File: src/sstf_disk_scheduler_assert.svh
// assertion macros for the sstf disk scheduler
`ifndef SSTF_DISK_SCHEDULER_ASSERT_SVH
`define SSTF_DISK_SCHEDULER_ASSERT_SVH

// same-cycle implication, disabled during reset
`define SSTF_ASSERT_NOW(label, clk, rst_n, ante, cons) \
	label: assert property (@(posedge clk) disable iff (!(rst_n)) (ante) |-> (cons)) \
		else $error("sstf assertion failed");

// next-cycle implication, disabled during reset
`define SSTF_ASSERT_NEXT(label, clk, rst_n, ante, cons) \
	label: assert property (@(posedge clk) disable iff (!(rst_n)) (ante) |=> (cons)) \
		else $error("sstf assertion failed");

`endif

File: src/sstf_pkg.sv
// package with sizes and types for the sstf disk scheduler
`timescale 1ns / 1ps
package sstf_pkg;
	localparam int MAX_REQUESTS = 32;
	localparam int IDX_W = (MAX_REQUESTS > 1) ? $clog2(MAX_REQUESTS) : 1;
	localparam int CNT_W = $clog2(MAX_REQUESTS + 1);
	localparam int TRK_W = 16;

	typedef enum logic [0:0] {
		FUNC_LOAD = 1'b0,
		FUNC_RUN  = 1'b1
	} func_t;

	typedef enum logic [2:0] {
		ST_IDLE = 3'b001,
		ST_SCAN = 3'b010,
		ST_EMIT = 3'b100
	} state_t;
endpackage

File: src/sstf_if.sv
// valid/ready channel interfaces for requests and served tracks
`timescale 1ns / 1ps
interface sstf_in_if;
	logic        valid;
	logic        ready;
	logic        func;
	logic [15:0] request_track;
	logic [15:0] start_position;

	modport source (output valid, output func, output request_track,
		output start_position, input ready);
	modport sink (input valid, input func, input request_track,
		input start_position, output ready);
endinterface

interface sstf_out_if;
	logic        valid;
	logic        ready;
	logic [15:0] served_track;
	logic        last;
	logic        overflow;

	modport source (output valid, output served_track, output last,
		output overflow, input ready);
	modport sink (input valid, input served_track, input last,
		input overflow, output ready);
endinterface

File: src/sstf_disk_scheduler.sv
// shortest-seek-time-first disk request scheduler, top level
// usage:
//   req channel: func 0 loads request_track into the next free table entry
//   (no result); a load into a full table is dropped and remembered.
//   func 1 sets the head to start_position and serves every stored request.
//   rsp channel: one transfer per served request, nearest unserved track first,
//   lowest table entry wins a tie; last marks the final transfer of a run and
//   overflow reports a dropped load since the previous run.
//   a run with n stored requests serves them one at a time: each result is one
//   pass of the shared distance compare over the table memory (one entry per
//   cycle, registered read) followed by an emit step, which waits on output stalls.
//   req.ready is high only between runs.
//   a finished result sits in the output register until rsp.ready; the
//   sequencer waits in its emit step while the receiver stalls.
//   after a run the table, served marks and overflow mark are empty again and
//   the head stays at the last served track.
//   reset empties the table and sets the head to zero; no clearing pass is needed.
`timescale 1ns / 1ps
`include "sstf_disk_scheduler_assert.svh"
module sstf_disk_scheduler
	import sstf_pkg::*;
(
	input  logic       clk,
	input  logic       arst_n,
	sstf_in_if.sink    req,
	sstf_out_if.source rsp
);
	state_t                  state_q;
	logic [TRK_W-1:0]        store_mem [MAX_REQUESTS];
	logic [MAX_REQUESTS-1:0] served_q;
	logic [CNT_W-1:0]        cnt_q;
	logic [TRK_W-1:0]        head_q;
	logic                    ovf_q;

	logic [CNT_W-1:0]        issue_q;
	logic [CNT_W-1:0]        round_q;
	logic                    rd_vld_s1;
	logic [IDX_W-1:0]        rd_idx_s1;
	logic [TRK_W-1:0]        rd_trk_s1;

	logic                    found_q;
	logic [TRK_W-1:0]        best_span_q;
	logic [IDX_W-1:0]        best_idx_q;
	logic [TRK_W-1:0]        best_trk_q;

	logic                    out_vld_q;
	logic [TRK_W-1:0]        out_trk_q;
	logic                    out_last_q;
	logic                    out_ovf_q;

	logic                    in_fire;
	logic                    load_ok;
	logic                    issue_en;
	logic [TRK_W-1:0]        span;
	logic                    take;
	logic                    scan_end;
	logic                    out_free;
	logic                    emit_fire;
	logic                    round_last;

	assign req.ready = (state_q == ST_IDLE);
	assign in_fire   = req.valid && req.ready;
	assign load_ok   = in_fire && (req.func == FUNC_LOAD) &&
		(cnt_q < CNT_W'(MAX_REQUESTS));
	assign issue_en  = (state_q == ST_SCAN) && (issue_q < cnt_q);

	// shared distance and compare unit
	assign span = (head_q >= rd_trk_s1) ? (head_q - rd_trk_s1) : (rd_trk_s1 - head_q);
	assign take = rd_vld_s1 && !served_q[rd_idx_s1] && (!found_q || (span < best_span_q));
	assign scan_end = rd_vld_s1 && (rd_idx_s1 == IDX_W'(cnt_q - CNT_W'(1)));

	assign out_free   = !out_vld_q || rsp.ready;
	assign emit_fire  = (state_q == ST_EMIT) && out_free;
	assign round_last = (round_q == (cnt_q - CNT_W'(1)));

	assign rsp.valid        = out_vld_q;
	assign rsp.served_track = out_trk_q;
	assign rsp.last         = out_last_q;
	assign rsp.overflow     = out_ovf_q;

	// table memory with registered read
	always_ff @(posedge clk) begin
		if (load_ok) begin
			store_mem[cnt_q[IDX_W-1:0]] <= req.request_track;
		end
		rd_trk_s1 <= store_mem[issue_q[IDX_W-1:0]];
		rd_idx_s1 <= issue_q[IDX_W-1:0];
	end

	always_ff @(posedge clk or negedge arst_n) begin
		if (!arst_n) begin
			state_q   <= ST_IDLE;
			served_q  <= '0;
			cnt_q     <= '0;
			head_q    <= '0;
			ovf_q     <= 1'b0;
			issue_q   <= '0;
			round_q   <= '0;
			rd_vld_s1 <= 1'b0;
			found_q   <= 1'b0;
			out_vld_q <= 1'b0;
		end else begin
			rd_vld_s1 <= issue_en;
			out_vld_q <= emit_fire || (out_vld_q && !rsp.ready);
			case (state_q)
				ST_IDLE: begin
					if (in_fire) begin
						if (req.func == FUNC_LOAD) begin
							if (load_ok) begin
								cnt_q <= cnt_q + CNT_W'(1);
							end else begin
								ovf_q <= 1'b1;
							end
						end else begin
							head_q  <= req.start_position;
							issue_q <= '0;
							round_q <= '0;
							found_q <= 1'b0;
							if (cnt_q == '0) begin
								ovf_q <= 1'b0;
							end else begin
								state_q <= ST_SCAN;
							end
						end
					end
				end
				ST_SCAN: begin
					if (issue_en) begin
						issue_q <= issue_q + CNT_W'(1);
					end
					if (take) begin
						found_q <= 1'b1;
					end
					if (scan_end) begin
						state_q <= ST_EMIT;
					end
				end
				ST_EMIT: begin
					if (emit_fire) begin
						head_q    <= best_trk_q;
						issue_q   <= '0;
						found_q   <= 1'b0;
						if (round_last) begin
							served_q <= '0;
							cnt_q    <= '0;
							ovf_q    <= 1'b0;
							state_q  <= ST_IDLE;
						end else begin
							served_q[best_idx_q] <= 1'b1;
							round_q  <= round_q + CNT_W'(1);
							state_q  <= ST_SCAN;
						end
					end
				end
				default: begin
					state_q <= ST_IDLE;
				end
			endcase
		end
	end

	// best candidate and output payload
	always_ff @(posedge clk) begin
		if (take) begin
			best_span_q <= span;
			best_idx_q  <= rd_idx_s1;
			best_trk_q  <= rd_trk_s1;
		end
		if (emit_fire) begin
			out_trk_q  <= best_trk_q;
			out_last_q <= round_last;
			out_ovf_q  <= ovf_q;
		end
	end

	`SSTF_ASSERT_NOW(a_cnt_bound, clk, arst_n, 1'b1, cnt_q <= CNT_W'(MAX_REQUESTS))
	`SSTF_ASSERT_NOW(a_emit_found, clk, arst_n, state_q == ST_EMIT, found_q)
	`SSTF_ASSERT_NOW(a_served_bound, clk, arst_n, 1'b1, $countones(served_q) <= int'(cnt_q))
	`SSTF_ASSERT_NEXT(a_run_clears, clk, arst_n, emit_fire && round_last,
		(cnt_q == '0) && (served_q == '0) && !ovf_q && rsp.valid && rsp.last)
endmodule

File: src/flat_wrapper.sv
// flat-port wrapper written by rule: the top's interface ports become plain ports
module sstf_disk_scheduler_flat import sstf_pkg::*;
  (clk, arst_n, req_valid, req_func, req_request_track, req_start_position, req_ready, rsp_valid, rsp_served_track, rsp_last, rsp_overflow, rsp_ready);
  sstf_in_if req_i ();
  sstf_out_if rsp_i ();
  input  logic clk;
  input  logic arst_n;
  input wire logic [$bits(req_i.valid)-1:0] req_valid;
  input wire logic [$bits(req_i.func)-1:0] req_func;
  input wire logic [$bits(req_i.request_track)-1:0] req_request_track;
  input wire logic [$bits(req_i.start_position)-1:0] req_start_position;
  output wire logic [$bits(req_i.ready)-1:0] req_ready;
  output wire logic [$bits(rsp_i.valid)-1:0] rsp_valid;
  output wire logic [$bits(rsp_i.served_track)-1:0] rsp_served_track;
  output wire logic [$bits(rsp_i.last)-1:0] rsp_last;
  output wire logic [$bits(rsp_i.overflow)-1:0] rsp_overflow;
  input wire logic [$bits(rsp_i.ready)-1:0] rsp_ready;
  assign req_i.valid = req_valid;
  assign req_i.func = req_func;
  assign req_i.request_track = req_request_track;
  assign req_i.start_position = req_start_position;
  assign req_ready = req_i.ready;
  assign rsp_valid = rsp_i.valid;
  assign rsp_served_track = rsp_i.served_track;
  assign rsp_last = rsp_i.last;
  assign rsp_overflow = rsp_i.overflow;
  assign rsp_i.ready = rsp_ready;
  sstf_disk_scheduler u_core (.clk(clk), .arst_n(arst_n), .req(req_i), .rsp(rsp_i));
endmodule
File: config.mk
export PLATFORM = sky130hd
export DESIGN_NAME = sstf_disk_scheduler_flat
export DESIGN_NICKNAME = d
export VERILOG_FILES = /design/src/sstf_pkg.sv /design/src/sstf_if.sv /design/src/sstf_disk_scheduler.sv /design/src/flat_wrapper.sv
export VERILOG_INCLUDE_DIRS = /design/src /design/src/src
export SDC_FILE = /design/constraint.sdc
export NUM_CORES = 1
export LEC_CHECK = 0
export ABC_AREA = 0
export BUFFER_PORTS_ARGS = -buffer_cell sky130_fd_sc_hd__buf_4
export CAP_MARGIN = 20
export CORE_MARGIN = 2
export CORE_UTILIZATION = 31
export CTS_CLUSTER_DIAMETER = 200
export DETAILED_ROUTE_END_ITERATION = 10
export RECOVER_POWER = 25
export SYNTH_ARGS = -nofsm -noshare
export SYNTH_HDL_FRONTEND = slang
export SYNTH_SLANG_ARGS = --single-unit
File: constraint.sdc
create_clock -name clk -period 11.7 [get_ports clk]
set_clock_uncertainty 0.15 [all_clocks]
set_input_delay 1.17 -clock clk [delete_from_list [all_inputs] [get_ports clk]]
set_output_delay 1.17 -clock clk [all_outputs]
set_load 0.03 [all_outputs]
==> qor.csv <==
metric,value,unit
status,finished with violations,
failing checks,"capacitance limit, slew limit",
Final Net Count,1701,
post_cts resized,0,
Ports,57,
Final Cycle Share,0.4419,
CTS Buffer Depth,3,
met2 Usage GRT,0.2262,
initial core utilization,0.3141,
Vias,14196,
largest net degree at the start of global routing,74,
Layout area overhead,14.88,%
Syn Area/Cell,18.17,µm²
yosys warns,0,
Antenna Nets Post-Route,0,
Starting DRT DRC Count,1437,
DRC,0,
"area leader, netlist",edfxtp_1,
Layout Cells excl Fill,2806,
grt ovf,0,
met3 Use GR,0.02766,
gr busiest metal,met2,
Hold Buf Count CTS,0,
CP Class,register to register,
number of distinct library cells after synthesis,72,
CP peak stage delay,0.48,ns
Final Max Slew Viols,22,
Worst Hold Class,register to register,
setup tns final,0,ns
Vert. Die Dim,301.2,µm
"FFs w/ async S/R, synth",0.1104,
Fin. Hold Viols,0,
Post-synth EDFFs,567,
layout cells sized above 1,0.2435,
unrepaired setup endpoints after global routing,false,
row count,108,
commonest cells in the netlist,"567 x edfxtp_1, 170 x mux4_2, 80 x nor2_1, 72 x dfrtp_1, 67 x a21oi_1",
DR pass1 iterations,5,
placed cell count,2689,
Max Cap Violations,1,
crit path DAT,5.25,ns
first-pass GRT wire length,94080,µm
Main synth FF type,edfxtp_1,
worst skew pair latency,0.62,ns
hpwl dp,37840,µm
maximum clock rate,193.4,MHz
relative slew slack,-0.09809,
Yosys top cell area share,0.6219,
post-synthesis net count,1604,
post-synthesis instance total,1507,
"Seq/Total Area, Yosys",0.7041,
CP Max Fanout,37,
Worst Setup End Kind,register,
DIE AREA,0.09070,mm²
final worst path period need,5.170,ns
Layout Utilization,0.3608,
routed vias/inst,5.059,
drt total wl,63280,µm
met1 Track Usage GR,0.1922,
Post-Synthesis Cell Area,0.02738,mm²
maximum vdd drop,109.4,µV
Clock Pin Slew Worst Setup and Hold Paths,0.06,ns
CTS buffer count,67,
"Setup Fix Bufs, Post-CTS",0,
initial antenna violation count,5,
top post-synthesis cells by area,"edfxtp_1 62%, mux4_2 14%, dfrtp_1 6.6%",
Finish-stage setup viols,0,
crit path launch type,register,
CTS tree,yes,
number of global-route vias before repair,14580,
H-tree depth,3,
Port Buffer Count,56,
Synth Register Bits,661,
n_diodes,0,
Static Leak,10.50,nW
Power Total,0.007081,W
gpl congestion,0.8529,
"CP delay by family, top",compound AO/OA/AOI/OAI gates,
clock root cell,clkbuf_16,
Avg WL per Cell,22.55,µm
core area,0.08716,mm²
DIE WIDTH,301.2,µm
slowest CP cell,buf_4,
overall global routing resource usage,0.1400,
Required @ worst endpoint,11.78,ns
worst path cell trace,inv_1 > ha_1 > o211ai_1 > o21a_1 > a221o_1 > a31oi_2 > buf_8 > nor2_1 > a21oi_1 > xor2_1 > ha_1 > a21oi_1 > nor2b_1 > o21ai_0 > nand2b_1 > a211oi_1 > o31ai_1 > a211oi_4 > buf_4,
buffers plus inverters on the worst setup path,3,
clk sink count,661,
worst-margin pin slew,1.647,ns
Power Density,225.1,mW/mm²
fillers,8057,
top-count cell post-synth,edfxtp_1,
worst paths after layout:
kind | start | endpoint | slack [ns] | depth (start not counted)
setup / recovery | u_core.rd_trk_s1[4] | u_core.best_trk_q[8] | 6.53 | 19
hold / removal | u_core.ovf_q | u_core.rsp.overflow | 0.30 | 0
setup reg to reg | u_core.rd_trk_s1[4] | u_core.best_trk_q[8] | 6.53 | 19
hold reg to reg | u_core.ovf_q | u_core.rsp.overflow | 0.30 | 0
max in group asynchronous | arst_n | u_core.issue_q[1] | 10.06 | 1
min in group asynchronous | arst_n | u_core.rsp.valid | 0.59 | 1
logic make-up after synthesis:
family,Yosys count,synth area share
simple gates,211,0.03533
buf+inv,139,0.02061
compound gates,193,0.04438
mux,214,0.1568
flops,661,0.7041
fa+ha+maj,60,0.02797
xor+xnor,29,0.01083
metal layers:
metal	part of all wire	routed length, µm
met5	0.00073	46
met4	0.020	1290
met1	0.44	28000
met3	0.058	3681
met2	0.48	30270
flip-flops by register name, indices dropped and copies added, names as in the netlist, 6 cells and up:
signal and count:
u_core.rd_trk_s1 16, u_core.cnt_q 6, u_core.rsp.served_track 16, u_core.store_mem 512, u_core.round_q 6, u_core.issue_q 6
u_core.head_q 16, u_core.best_span_q 16, u_core.served_q 32, u_core.best_trk_q 16
area by class of cell:
type	instances	area, µm²	share of cell area
sequential	661	19280	0.6132
multi-input combinational	707	7625	0.2425
clock buffer	85	1818	0.05781
tap	1155	1445	0.04595
timing repair buffer	99	701.9	0.02232
clock inverter	31	319.1	0.01015
inverter	68	255.2	0.008116
cells in the final DEF (no fill, tap or decap), drive strengths merged, types with 14 or more instances in the layout:
master / Yosys / routed
xnor2: 15 / 15
clkinv: 1 / 25
mux2: 19 / 19
nand2: 60 / 60
dfxtp: 21 / 21
a21o: 19 / 19
a31oi: 14 / 14
mux4: 170 / 170
buf: 30 / 84
dfrtp: 72 / 72
o21ai: 41 / 41
edfxtp: 567 / 567
ha: 58 / 58
nand3: 16 / 16
a21oi: 68 / 68
inv: 67 / 69
nor2: 80 / 80
clkbuf: 41 / 100
mux2i: 25 / 25
power breakdown:
group	total (W)	switching (W)	internal, W
Combinational	0.00202	0.00112	0.000900
Clock	0.00210	0.000901	0.00120
Sequential	0.00296	0.000177	0.00278
Total	0.00708	0.00220	0.00488
stage by stage:
stage	setup slack, ns	hold WS, ns	area [µm²]
final	6.530	0.3024	31450
after global routing	6.214	0.3262	31450
after CTS	6.315	0.3069	31490
after detailed placement	6.365	0.2942	29350
after global placement	6.517	0.2672	29340
after floorplan	5.118	0.2216	27380
Power figures use the tool's default switching activity.
